### src/rtl/core/lucas_base2_primality_test_core_defines.svh
// Assertion macros shared by the Lucas test RTL.
`ifndef LUCAS_BASE2_PRIMALITY_TEST_CORE_DEFINES_SVH
`define LUCAS_BASE2_PRIMALITY_TEST_CORE_DEFINES_SVH

// Assert that an antecedent implies a consequent in the same cycle.
`define LPT_ASSERT_IMP(lbl, clk, rstn, a, c) \
  lbl: assert property (@(posedge clk) disable iff (!rstn) (a) |-> (c)) \
    else $error("assertion failed");

// Assert that an antecedent implies a consequent in the next cycle.
`define LPT_ASSERT_NEXT(lbl, clk, rstn, a, c) \
  lbl: assert property (@(posedge clk) disable iff (!rstn) (a) |=> (c)) \
    else $error("assertion failed");

`endif

### src/rtl/core/lbpt_pkg.sv
// Package: widths, controller states and command/status types.
`default_nettype none
package lbpt_pkg;
  localparam int unsigned DefWidth = 31;
  localparam int unsigned CandW    = 31;

  typedef enum logic [4:0] {
    ST_IDLE, ST_CHECK, ST_EXP_START, ST_EXP_MUL, ST_EXP_SQR, ST_EXP_NEXT,
    ST_FERMAT_CHK, ST_TD_TEST, ST_TD_DIV, ST_TD_DIVWAIT, ST_TD_HIT, ST_TD_HITCHK,
    ST_TD_STRIP, ST_TD_STRIPWAIT, ST_TD_NEXT, ST_REST_DIV, ST_REST_CHK, ST_DONE
  } lbpt_state_e;

  typedef enum logic [1:0] {
    MM_NONE, MM_MUL, MM_SQR
  } lbpt_mm_e;

  typedef enum logic [2:0] {
    DV_NONE, DV_REST_F, DV_NM1_F, DV_NM1_REST
  } lbpt_dv_e;

  // Controller to datapath.
  typedef struct packed {
    logic     load;      // capture the candidate
    logic     exp_nm1;   // exponent := n-1, result := 1, base := 2
    logic     exp_quo;   // exponent := quotient, same init
    lbpt_mm_e mm_op;     // start modular multiply
    logic     exp_shift; // drop exponent lsb
    lbpt_dv_e dv_op;     // start divide
    logic     rest_quo;  // rest := quotient
    logic     f_init;    // f := 2
    logic     f_inc;     // f := f + 1
  } lbpt_cmd_t;

  // Datapath to controller.
  typedef struct packed {
    logic below_three; // n < 3
    logic is_two;
    logic even;
    logic exp_zero;
    logic exp_lsb;
    logic res_one;
    logic mm_busy;
    logic dv_busy;
    logic rem_zero;
    logic f_sq_gt;    // f > rest / f, i.e. f*f > rest
    logic rest_gt1;
  } lbpt_sts_t;
endpackage
`default_nettype wire

### src/rtl/core/lbpt_datapath.sv
// Datapath: candidate registers, shift-and-add modular multiplier, restoring divider.
`default_nettype none
`include "lucas_base2_primality_test_core_defines.svh"
module lbpt_datapath #(
  parameter int unsigned Width = lbpt_pkg::DefWidth
) (
  input  wire logic               clk_i,
  input  wire logic               rst_ni,
  input  wire logic [Width-1:0]   cand_i,
  input  wire lbpt_pkg::lbpt_cmd_t cmd_i,
  output      lbpt_pkg::lbpt_sts_t sts_o
);
  import lbpt_pkg::*;

  localparam int unsigned CntW = $clog2(Width + 1);

  logic [Width-1:0] n_q, exp_q, res_q, base_q, rest_q, f_q;
  logic [Width:0]   mm_acc_q, mm_x_q;
  logic [Width-1:0] mm_y_q;
  logic             mm_busy_q, mm_sqr_q;
  logic [Width-1:0] dv_num_q, dv_den_q, dv_quo_q;
  logic [Width:0]   dv_rem_q;
  logic [CntW-1:0]  dv_cnt_q;
  logic             dv_busy_q;
  logic [Width-1:0] nm1;
  logic [2*Width-1:0] f_sq;

  assign nm1  = n_q - Width'(1);
  assign f_sq = {{Width{1'b0}}, f_q} * {{Width{1'b0}}, f_q};

  // Modular-multiply step values.
  logic [Width:0] acc_add, acc_nx, x_dbl, x_nx;
  assign acc_add = mm_acc_q + mm_x_q;
  assign acc_nx  = (acc_add >= {1'b0, n_q}) ? acc_add - {1'b0, n_q} : acc_add;
  assign x_dbl   = {mm_x_q[Width-1:0], 1'b0};
  assign x_nx    = (x_dbl >= {1'b0, n_q}) ? x_dbl - {1'b0, n_q} : x_dbl;

  // Divider step values.
  logic [Width:0] rem_sh;
  assign rem_sh = {dv_rem_q[Width-1:0], dv_num_q[Width-1]};

  always_ff @(posedge clk_i or negedge rst_ni) begin
    if (!rst_ni) begin
      mm_busy_q <= 1'b0;
      dv_busy_q <= 1'b0;
    end else begin
      if (cmd_i.mm_op != MM_NONE) begin
        mm_busy_q <= 1'b1;
      end else if (mm_busy_q && mm_y_q == '0) begin
        mm_busy_q <= 1'b0;
      end
      if (cmd_i.dv_op != DV_NONE) begin
        dv_busy_q <= 1'b1;
      end else if (dv_busy_q && dv_cnt_q == CntW'(1)) begin
        dv_busy_q <= 1'b0;
      end
    end
  end

  always_ff @(posedge clk_i) begin
    if (cmd_i.load) begin
      n_q <= cand_i;
    end
    if (cmd_i.exp_nm1 || cmd_i.exp_quo) begin
      exp_q  <= cmd_i.exp_nm1 ? nm1 : dv_quo_q;
      res_q  <= Width'(1);
      base_q <= Width'(2);
    end else if (cmd_i.exp_shift) begin
      exp_q <= exp_q >> 1;
    end
    // Modular multiply: acc = x * y mod n.
    if (cmd_i.mm_op != MM_NONE) begin
      mm_sqr_q <= (cmd_i.mm_op == MM_SQR);
      mm_acc_q <= '0;
      mm_x_q   <= {1'b0, base_q};
      mm_y_q   <= (cmd_i.mm_op == MM_SQR) ? base_q : res_q;
    end else if (mm_busy_q) begin
      if (mm_y_q == '0) begin
        if (mm_sqr_q) begin
          base_q <= mm_acc_q[Width-1:0];
        end else begin
          res_q <= mm_acc_q[Width-1:0];
        end
      end else begin
        if (mm_y_q[0]) begin
          mm_acc_q <= acc_nx;
        end
        mm_x_q <= x_nx;
        mm_y_q <= mm_y_q >> 1;
      end
    end
    // Restoring divide, one quotient bit per cycle.
    if (cmd_i.dv_op != DV_NONE) begin
      case (cmd_i.dv_op)
        DV_REST_F: begin
          dv_num_q <= rest_q;
          dv_den_q <= f_q;
        end
        DV_NM1_F: begin
          dv_num_q <= nm1;
          dv_den_q <= f_q;
        end
        default: begin
          dv_num_q <= nm1;
          dv_den_q <= rest_q;
        end
      endcase
      dv_rem_q <= '0;
      dv_cnt_q <= CntW'(Width);
    end else if (dv_busy_q) begin
      dv_num_q <= {dv_num_q[Width-2:0], 1'b0};
      if (rem_sh >= {1'b0, dv_den_q}) begin
        dv_rem_q <= rem_sh - {1'b0, dv_den_q};
        dv_quo_q <= {dv_quo_q[Width-2:0], 1'b1};
      end else begin
        dv_rem_q <= rem_sh;
        dv_quo_q <= {dv_quo_q[Width-2:0], 1'b0};
      end
      dv_cnt_q <= dv_cnt_q - CntW'(1);
    end
    if (cmd_i.load) begin
      rest_q <= cand_i - Width'(1);
    end else if (cmd_i.rest_quo) begin
      rest_q <= dv_quo_q;
    end
    if (cmd_i.f_init) begin
      f_q <= Width'(2);
    end else if (cmd_i.f_inc) begin
      f_q <= f_q + Width'(1);
    end
  end

  always_comb begin
    sts_o.below_three = (n_q < Width'(3));
    sts_o.is_two   = (n_q == Width'(2));
    sts_o.even     = ~n_q[0];
    sts_o.exp_zero = (exp_q == '0);
    sts_o.exp_lsb  = exp_q[0];
    sts_o.res_one  = (res_q == Width'(1));
    sts_o.mm_busy  = mm_busy_q;
    sts_o.dv_busy  = dv_busy_q;
    sts_o.rem_zero = (dv_rem_q == '0);
    sts_o.f_sq_gt  = (f_sq > {{Width{1'b0}}, rest_q});
    sts_o.rest_gt1 = (rest_q > Width'(1));
  end

  `LPT_ASSERT_IMP(a_mm_lt_n, clk_i, rst_ni, mm_busy_q, mm_x_q < {1'b0, n_q})
  `LPT_ASSERT_IMP(a_acc_lt_n, clk_i, rst_ni, mm_busy_q, mm_acc_q < {1'b0, n_q})
  `LPT_ASSERT_IMP(a_rem_lt_den, clk_i, rst_ni, dv_busy_q && dv_den_q != '0,
                  dv_rem_q < {1'b0, dv_den_q})
endmodule
`default_nettype wire

### src/rtl/core/lbpt_ctrl.sv
// Controller: sequences the checks, exponentiations and trial division.
`default_nettype none
`include "lucas_base2_primality_test_core_defines.svh"
module lbpt_ctrl (
  input  wire logic                clk_i,
  input  wire logic                rst_ni,
  input  wire logic                start_i,
  input  wire lbpt_pkg::lbpt_sts_t sts_i,
  output      lbpt_pkg::lbpt_cmd_t cmd_o,
  output      logic                busy_o,
  output      logic                done_o,
  output      logic                verdict_o
);
  import lbpt_pkg::*;

  lbpt_state_e state_q, state_d;
  logic        ret_q, ret_d;   // 0: Fermat check, 1: factor check
  logic        hitrest_q, hitrest_d;
  logic        verd_q, verd_d;
  logic        done_q, done_d;

  always_ff @(posedge clk_i or negedge rst_ni) begin
    if (!rst_ni) begin
      state_q   <= ST_IDLE;
      ret_q     <= 1'b0;
      hitrest_q <= 1'b0;
      verd_q    <= 1'b0;
      done_q    <= 1'b0;
    end else begin
      state_q   <= state_d;
      ret_q     <= ret_d;
      hitrest_q <= hitrest_d;
      verd_q    <= verd_d;
      done_q    <= done_d;
    end
  end

  always_comb begin
    state_d   = state_q;
    ret_d     = ret_q;
    hitrest_d = hitrest_q;
    verd_d    = verd_q;
    done_d    = 1'b0;
    cmd_o     = '0;
    cmd_o.mm_op = MM_NONE;
    cmd_o.dv_op = DV_NONE;
    case (state_q)
      ST_IDLE: begin
        if (start_i) begin
          cmd_o.load = 1'b1;
          state_d    = ST_CHECK;
        end
      end
      ST_CHECK: begin
        if (sts_i.below_three || sts_i.even) begin
          verd_d  = sts_i.is_two;
          state_d = ST_DONE;
        end else begin
          cmd_o.exp_nm1 = 1'b1;
          ret_d         = 1'b0;
          state_d       = ST_EXP_START;
        end
      end
      ST_EXP_START: begin
        if (sts_i.exp_zero) begin
          state_d = ret_q ? ST_TD_HITCHK : ST_FERMAT_CHK;
        end else if (sts_i.exp_lsb) begin
          cmd_o.mm_op = MM_MUL;
          state_d     = ST_EXP_MUL;
        end else begin
          cmd_o.mm_op = MM_SQR;
          state_d     = ST_EXP_SQR;
        end
      end
      ST_EXP_MUL: begin
        if (!sts_i.mm_busy) begin
          cmd_o.mm_op = MM_SQR;
          state_d     = ST_EXP_SQR;
        end
      end
      ST_EXP_SQR: begin
        if (!sts_i.mm_busy) begin
          cmd_o.exp_shift = 1'b1;
          state_d         = ST_EXP_START;
        end
      end
      ST_FERMAT_CHK: begin
        if (!sts_i.res_one) begin
          verd_d  = 1'b0;
          state_d = ST_DONE;
        end else begin
          cmd_o.f_init = 1'b1;
          state_d      = ST_TD_TEST;
        end
      end
      ST_TD_TEST: begin
        if (sts_i.f_sq_gt) begin
          if (sts_i.rest_gt1) begin
            cmd_o.dv_op = DV_NM1_REST;
            state_d     = ST_REST_DIV;
          end else begin
            verd_d  = 1'b1;
            state_d = ST_DONE;
          end
        end else begin
          cmd_o.dv_op = DV_REST_F;
          state_d     = ST_TD_DIV;
        end
      end
      ST_TD_DIV: begin
        if (!sts_i.dv_busy) begin
          if (sts_i.rem_zero) begin
            cmd_o.dv_op = DV_NM1_F;
            state_d     = ST_TD_HIT;
          end else begin
            state_d = ST_TD_NEXT;
          end
        end
      end
      ST_TD_HIT: begin
        if (!sts_i.dv_busy) begin
          cmd_o.exp_quo = 1'b1;
          ret_d         = 1'b1;
          hitrest_d     = 1'b0;
          state_d       = ST_EXP_START;
        end
      end
      ST_TD_HITCHK: begin
        if (sts_i.res_one) begin
          verd_d  = 1'b0;
          state_d = ST_DONE;
        end else if (hitrest_q) begin
          verd_d  = 1'b1;
          state_d = ST_DONE;
        end else begin
          cmd_o.dv_op = DV_REST_F;
          state_d     = ST_TD_STRIP;
        end
      end
      ST_TD_STRIP: begin
        // rest was divisible by f: take the quotient, then test again.
        if (!sts_i.dv_busy) begin
          cmd_o.rest_quo = 1'b1;
          state_d        = ST_TD_STRIPWAIT;
        end
      end
      ST_TD_STRIPWAIT: begin
        cmd_o.dv_op = DV_REST_F;
        state_d     = ST_TD_DIVWAIT;
      end
      ST_TD_DIVWAIT: begin
        if (!sts_i.dv_busy) begin
          if (sts_i.rem_zero) begin
            cmd_o.rest_quo = 1'b1;
            state_d        = ST_TD_STRIPWAIT;
          end else begin
            state_d = ST_TD_NEXT;
          end
        end
      end
      ST_TD_NEXT: begin
        cmd_o.f_inc = 1'b1;
        state_d     = ST_TD_TEST;
      end
      ST_REST_DIV: begin
        if (!sts_i.dv_busy) begin
          cmd_o.exp_quo = 1'b1;
          ret_d         = 1'b1;
          hitrest_d     = 1'b1;
          state_d       = ST_EXP_START;
        end
      end
      ST_REST_CHK: begin
        state_d = ST_DONE;
      end
      ST_DONE: begin
        done_d  = 1'b1;
        state_d = ST_IDLE;
      end
      default: begin
        state_d = ST_IDLE;
      end
    endcase
  end

  assign busy_o    = (state_q != ST_IDLE);
  assign done_o    = done_q;
  assign verdict_o = verd_q;

  `LPT_ASSERT_NEXT(a_done_to_idle, clk_i, rst_ni, state_q == ST_DONE, done_q && !busy_o)
  `LPT_ASSERT_NEXT(a_start_busy, clk_i, rst_ni, start_i && !busy_o, busy_o)
  `LPT_ASSERT_IMP(a_done_idle, clk_i, rst_ni, done_q, state_q == ST_IDLE)
endmodule
`default_nettype wire

### src/rtl/core/lucas_base2_primality_test_core.sv
// Top level of the base-2 Lucas primality test core.
//
//  channel   | handshake          | payload
//  ----------+--------------------+--------------------
//  request   | start_i / busy_o   | candidate_i [30:0]
//  result    | valid_o (strobe)   | is_prime_o
//
// Run time: a request with n below three, or even, ends after the first check;
// otherwise each modular multiply steps through the bits of its second operand,
// each exponentiation takes up to 2*WIDTH multiplies, and trial division tries
// every f up to the square root of what is left of n-1, each through the
// restoring divider. The trial division loop dominates for large primes.
// Reset: asynchronous, active low; clears the controller and the busy flags of
// the multiply and divide units.
// Stalls: busy_o stays high from acceptance until valid_o; the receiver
// cannot stall, valid_o lasts one cycle.
`default_nettype none
module lucas_base2_primality_test_core #(
  parameter int unsigned WIDTH = lbpt_pkg::DefWidth
) (
  input  wire logic                      clk_i,
  input  wire logic                      rst_ni,
  input  wire logic                      start_i,
  input  wire logic [lbpt_pkg::CandW-1:0] candidate_i,
  output      logic                      busy_o,
  output      logic                      valid_o,
  output      logic                      is_prime_o
);
  import lbpt_pkg::*;

  lbpt_cmd_t cmd;
  lbpt_sts_t sts;
  logic [WIDTH-1:0] cand_masked;

  // Keep only the low WIDTH bits of the candidate.
  always_comb begin
    cand_masked = '0;
    for (int i = 0; i < WIDTH; i++) begin
      if (i < CandW) begin
        cand_masked[i] = candidate_i[i];
      end
    end
  end

  lbpt_ctrl u_ctrl (
    .clk_i    (clk_i),
    .rst_ni   (rst_ni),
    .start_i  (start_i),
    .sts_i    (sts),
    .cmd_o    (cmd),
    .busy_o   (busy_o),
    .done_o   (valid_o),
    .verdict_o(is_prime_o)
  );

  lbpt_datapath #(.Width(WIDTH)) u_dp (
    .clk_i (clk_i),
    .rst_ni(rst_ni),
    .cand_i(cand_masked),
    .cmd_i (cmd),
    .sts_o (sts)
  );
endmodule
`default_nettype wire
### config.mk
export PLATFORM = sky130hd
export DESIGN_NAME = lucas_base2_primality_test_core
export DESIGN_NICKNAME = d
export VERILOG_FILES = /design/src/rtl/core/lbpt_pkg.sv /design/src/rtl/core/lbpt_datapath.sv /design/src/rtl/core/lbpt_ctrl.sv /design/src/rtl/core/lucas_base2_primality_test_core.sv
export VERILOG_INCLUDE_DIRS = /design/src /design/src/rtl/core
export SDC_FILE = /design/constraint.sdc
export NUM_CORES = 2
export LEC_CHECK = 0
export ABC_AREA = 1
export BUFFER_PORTS_ARGS = -buffer_cell sky130_fd_sc_hd__buf_4
export CAP_MARGIN = 20
export CORE_MARGIN = 1
export CORE_UTILIZATION = 60
export DETAILED_ROUTE_END_ITERATION = 12
export GPL_TIMING_DRIVEN = 0
export PLACE_DENSITY_LB_ADDON = 0.3
export SLEW_MARGIN = 30
export SYNTH_ARGS = -nofsm -noshare
export SYNTH_HDL_FRONTEND = slang
export SYNTH_SLANG_ARGS = --single-unit
### constraint.sdc
create_clock -name clk_i -period 29.4 [get_ports clk_i]
set_input_delay 2.94 -clock clk_i [delete_from_list [all_inputs] [get_ports clk_i]]
set_output_delay 2.94 -clock clk_i [all_outputs]
set_load 0.005 [all_outputs]
After elaboration in Yosys (flattened, before gate mapping)
Index checks and enable logic that the tools add are counted.
{ "totals": {"rom_bits": 0, "in_bits": 34, "output_inout_bits": 3, "memories": 0, "latchBits": 0, "ram_bits": 0, "reg_bits": 423, "wordCells": 200} }
{ "classes": {"bitwise": 3, "magnitude_cmp": 6, "multipliers": 1, "mux": 91, "n_addsub": 8, "eq_ne": 38, "n_div": 0, "n_reduce_logical": 30, "n_shift": 0} }
{ "op_table": {"columns": ["operator", "count"], "rows": [
  ["$mux 31", 26],
  ["$ge 32x31->1", 3],
  ["$mux 32", 3],
  ["$sub 32x31->32", 3],
  ["$pmux 5 s15", 1],
  ["$mux 5", 14],
  ["$gt 62x31->1", 1],
  ["$logic_not 31->1", 2],
  ["$mul 31x31->62", 1],
  ["$sub 31x1->31 const B", 2],
  ["$eq 5x4->1 const B", 8],
  ["$add 32x32->32", 1],
  ["$logic_not 32->1", 1],
  ["$add 31x1->31 const B", 1],
  ["$eq 31x1->1 const B", 1],
  ["$eq 31x2->1 const B", 1],
  ["$gt 31x1->1 const B", 1],
  ["$lt 31x2->1 const B", 1],
  ["$mux 1", 29],
  ["$ne 2x2->1 const B", 13],
  ["$reduce_bool 2->1", 9],
  ["$eq 5x3->1 const B", 3],
  ["$mux 2", 7],
  ["$mux 3", 4],
  ["other kinds (26)", 41]
]} }

Logic depth before layout (Yosys ltp)
{ "depth": {"depth_word": 10, "ltp_mapped": 49} }

By module
A second synthesis with hierarchy kept.
{ "unflattened": {"cells_unflattened": 7606, "area_unflattened_um2": 57805.4} }
{ "modules_own_cells": {"columns": ["mod", "seq_area_each_um2", "cells_per_inst", "instances", "area_each_um2"], "rows": [
  ["lbpt_datapath", 10790.3, 7441, 1, 56844.5],
  ["lbpt_ctrl", 225.2, 165, 1, 960.9]
]} }

Worst setup path before layout
OpenSTA, ideal clock, no wires.
{ "synth_timing": {"kind": "reg2reg", "start": "register u_dp.f_q[10]", "end": "register u_dp.dv_rem_q[30]", "required_ns": 29.305, "arrival_time_ns": 9.647, "stages_incl_launch_ff": 43, "slack_ns": 19.658, "path_cell_list": "dfxtp_1 clkbuf_1 clkbuf_1 buf_1 nand2_1 fa_1 inv_1 fa_1 inv_1 fa_1 fa_1 inv_1 fa_1 fa_1 fa_1 fa_1 ha_1 nand2_1 [7 not listed] xor2_1 ha_1 nand2_1 nor2_1 nand4_1 nor4_1 nand3_1 nor2_1 nand3_1 nand2_2 nand2_2 a21oi_1 ha_1 nand2_1 clkinv_1 clkbuf_1 o221ai_1 o21ai_0"} }
{ "synth_via": {"elab_chain_len": 5} }
{ "synth_lines": {"columns": ["item", "line_no", "rtl"], "rows": [
  ["from (decl)", "lbpt_datapath.sv:17", "logic [Width-1:0] n_q, exp_q, res_q, base_q, rest_q, f_q;"],
  ["from (signal assigned)", "lbpt_datapath.sv:127", "f_q <= Width'(2);"],
  ["from (signal assigned)", "lbpt_datapath.sv:129", "f_q <= f_q + Width'(1);"],
  ["$mul 31x31->62", "lbpt_datapath.sv:29", "assign f_sq = {{Width{1'b0}}, f_q} * {{Width{1'b0}}, f_q};"],
  ["$gt 62x31->1", "lbpt_datapath.sv:143", "sts_o.f_sq_gt = (f_sq > {{Width{1'b0}}, rest_q});"],
  ["$mux 2", "lbpt_ctrl.sv:97", "if (sts_i.f_sq_gt) begin"],
  ["$pmux 3 s4", "lbpt_ctrl.sv:47", "case (state_q)"],
  ["$reduce_bool 3->1", "lbpt_datapath.sv:93", "if (cmd_i.dv_op != DV_NONE) begin"],
  ["to (signal assigned)", "lbpt_datapath.sv:113", "dv_rem_q <= rem_sh - {1'b0, dv_den_q};"],
  ["to (signal assigned)", "lbpt_datapath.sv:116", "dv_rem_q <= rem_sh;"],
  ["to (decl)", "lbpt_datapath.sv:22", "logic [Width:0] dv_rem_q;"]
]} }
No other way between the ends.
A chain may end at the register's enable or synchronous reset.

Final worst setup path
{ "layout_timing": {"start": "register u_dp.f_q[13]", "end": "register u_dp.dv_rem_q[30]"} }
Same word-level chain as after synthesis.

==> flow_summary.json <==
{
  "setup_viol": 0,
  "drive_gt1_share_pct": 4.40,
  "cp_num_buf_inv": 8,
  "final_common_cell": "inv_1",
  "path_common_cell": "fa_1",
  "grt_usage_pct": 41.0,
  "crit_required_ns": 29.93,
  "post_cts_buffers": 0,
  "die_height_um": 309,
  "worst_path_largest_cell_delay_ns": 0.92,
  "fin_crit_sh_pct": 42.9,
  "async_flop_share_pct": 2.60,
  "rsz0062_at_grt": "false",
  "final_core_util_pct": 64.5,
  "ys_warn_count": 0,
  "hold_viol_final": 0,
  "cp_max_fo": 40,
  "r2r_start": "u_dp.f_q[13]$_SDFFE_PP0P_",
  "numCtsBuffers": 45,
  "grt_pass1_wl_um": 290000,
  "dp_hpwl_um": 161000,
  "synth_edf_count": 249,
  "io_buffers": 36,
  "min_from": "u_dp.dv_quo_q[6]$_DFFE_PP_",
  "clkSlewWorstSetupHoldPaths_ns": 0.07,
  "htree_levels": 2,
  "critPathSlowestCell": "buf_1",
  "worst_slack_ns": 16.79,
  "vias_per_cell": 5.66,
  "path_class": "flip-flop to flip-flop",
  "holdWs_ns": 0.454,
  "regArea_sq_um": 11000,
  "synth_seq_cells": 423,
  "coreArea_sq_um": 93500,
  "synthCells": 7289,
  "finalClockSkew_ns": 0.0272,
  "pin_count": 37,
  "pre_cts_ws_ns": 17.10,
  "area_delta_synth_final_pct": 6.33,
  "worst-slew-pin-transition_ns": 1.15,
  "postRouteAntennaNets": 0,
  "drcViolationCount": 0,
  "nNetsFinal": 8591,
  "crit_family": "adder cells",
  "critPathLaunch": "u_dp.f_q[13]$_SDFFE_PP0P_",
  "endpoint_kind": "flip-flop",
  "cts_buffer_depth": 3,
  "multi_input_area_sq_um": 38100,
  "final_cell_mix": "inv_1 (1777), nand2_1 (1688), fa_1 (759)",
  "period_minus_slack_ns": 12.61,
  "wl_um": 193000,
  "die-area_sq_um": 95800,
  "rows": 112,
  "ys_seq_area_share_pct": 19.4,
  "first_global_vias": 49600,
  "clkLatencyLatePin_ns": 0.63,
  "arrival_ns": 13.14,
  "start_util_pct": 60.7,
  "cts-resized-gates": 0,
  "timing.setup.tns_ns": 0,
  "min_path_type": "flip-flop to flip-flop",
  "antenna_found_initial": 12,
  "cp-start-kind": "flip-flop",
  "fillers": 8232,
  "drv_slew": 0,
  "syn_area_sq_um": 56700,
  "numClockSinks": 423,
  "outcome": "complete, no violations",
  "drv_cap": 0,
  "grt-ovfl-total": 0,
  "slew_headroom_pct": 23.2,
  "ys.flop_type": "edfxtp_1",
  "die_x_um": 309,
  "avgSynthCellArea_sq_um": 7.78,
  "drt-initial-drc-count": 4795,
  "syn-num-nets": 8501,
  "dr.pass1.iters": 6,
  "gp_congestion": 1.06,
  "yosysUniqueCellTypes": 71,
  "hold_buffers": 0,
  "cts_tree": "done",
  "avgRoutedWirePerCell_um": 22.3,
  "grt_max_degree": 41,
  "max_freq_mhz": 79.3,
  "num_vias": 49100,
  "cts_root_buffer": "clkbuf_16"
}
## Yosys cell counts (all sizes together) (8+ instances only)
| cell type | number | area (sq um) |
|---|---|---|
| xnor2 | 60 | 526 |
| nor2 | 458 | 1830 |
| o211ai | 24 | 185 |
| or2 | 20 | 125 |
| dfxtp | 163 | 3260 |
| inv | 1792 | 6730 |
| dfrtp | 11 | 275 |
| a21oi | 304 | 1530 |
| nand3b | 12 | 97.6 |
| o21a | 10 | 75.1 |
| nand4 | 68 | 425 |
| nand2 | 1716 | 6510 |
| a31oi | 18 | 113 |
| o21ai | 338 | 1710 |
| fa | 759 | 15200 |
| nand3 | 242 | 1290 |
| a22oi | 21 | 158 |
| nor4 | 52 | 365 |
| o21bai | 19 | 143 |
| ha | 419 | 5240 |
| buf | 51 | 272 |
| xor2 | 152 | 1340 |
| a32o | 9 | 90.1 |
| o22ai | 20 | 125 |
| edfxtp | 249 | 7480 |
| nor3 | 71 | 453 |
| a221oi | 8 | 70.1 |
| clkbuf | 155 | 582 |
| o221ai | 21 | 184 |
## cell type report
class                   count  share of cell area [%]
diodes                      7                  0.0290
well taps                1254                    2.60
flip-flops and latches    423                    18.3
plain buffers             206                    1.49
repair buffers             43                   0.647
multi-input cells        4861                    63.2
clock inverters            33                   0.577
inverters                1799                    11.2
clock buffers              51                    1.97
## worst reg2reg max path, delay by kind of cell, from the launching register on
kind,cells,cell delay [ns]
AOI/OAI and AO/OA,4,0.94
xor gates and xnor gates,1,0.21
adders and majority gates,11,5.09
buffers and inverters,8,3.02
DFF,1,0.60
and+or+nand+nor,16,2.63
## registers in the layout, summed over array words and instances (netlist names), 31 cells and up
register       cells
u_dp.base_q       31
u_dp.dv_den_q     31
u_dp.dv_num_q     31
u_dp.dv_quo_q     31
u_dp.dv_rem_q     32
u_dp.exp_q        31
u_dp.f_q          31
u_dp.mm_acc_q     32
u_dp.mm_x_q       32
u_dp.mm_y_q       31
u_dp.n_q          31
u_dp.res_q        31
u_dp.rest_q       31
## metrics by stage
step / cell area (sq um) / cells
finish: 60300 / 8677
global route: 60300 / 8672
CTS: 60300 / 8670
detailed placement: 58700 / 8586
global placement: 58600 / 8579
floorplan: 56700 / 7289
## final timing paths
path | endpoint | slack (ns) | cells past startpoint
max | u_dp.dv_rem_q[30]$_SDFFE_PN0P_ | 16.79 | 40
min | u_dp.dv_quo_q[7]$_DFFE_PP_ | 0.45 | 0
max reg2reg | u_dp.dv_rem_q[30]$_SDFFE_PN0P_ | 16.79 | 40
min reg2reg | u_dp.dv_quo_q[7]$_DFFE_PP_ | 0.45 | 0
max in group asynchronous | u_ctrl.hitrest_q$_DFFE_PN0P_ | 27.03 | 1
min in group asynchronous | u_dp.dv_busy_q$_DFFE_PN0P_ | 2.17 | 1
## layer usage
| layer | global-route usage [%] | vias to the layer above | wire length [um] |
|---|---|---|---|
| li1 | - | 22500 | - |
| met1 | 50.8 | 23300 | 72500 |
| met2 | 65.1 | 2582 | 86100 |
| met3 | 8.20 | 689 | 18800 |
| met4 | 27.1 | 14 | 16000 |
| met5 | 0 | - | 75 |
## cell families (layout without fill, tap and decap cells)
| family | after synthesis | count (layout) | synth area share (%) |
|---|---|---|---|
| mux | 3 | 3 | 0.0574 |
| flops | 423 | 423 | 19.4 |
| compound gates | 820 | 820 | 8.12 |
| other cells | 2 | 9 | 0.0132 |
| xor+xnor | 212 | 212 | 3.29 |
| fa+ha+maj | 1178 | 1178 | 36.0 |
| simple gates | 2646 | 2646 | 19.7 |
| buf+inv | 2005 | 2132 | 13.4 |
Power is not shown: default switching activity piles up to over one toggle a cycle in this logic, so the estimate is an artifact.
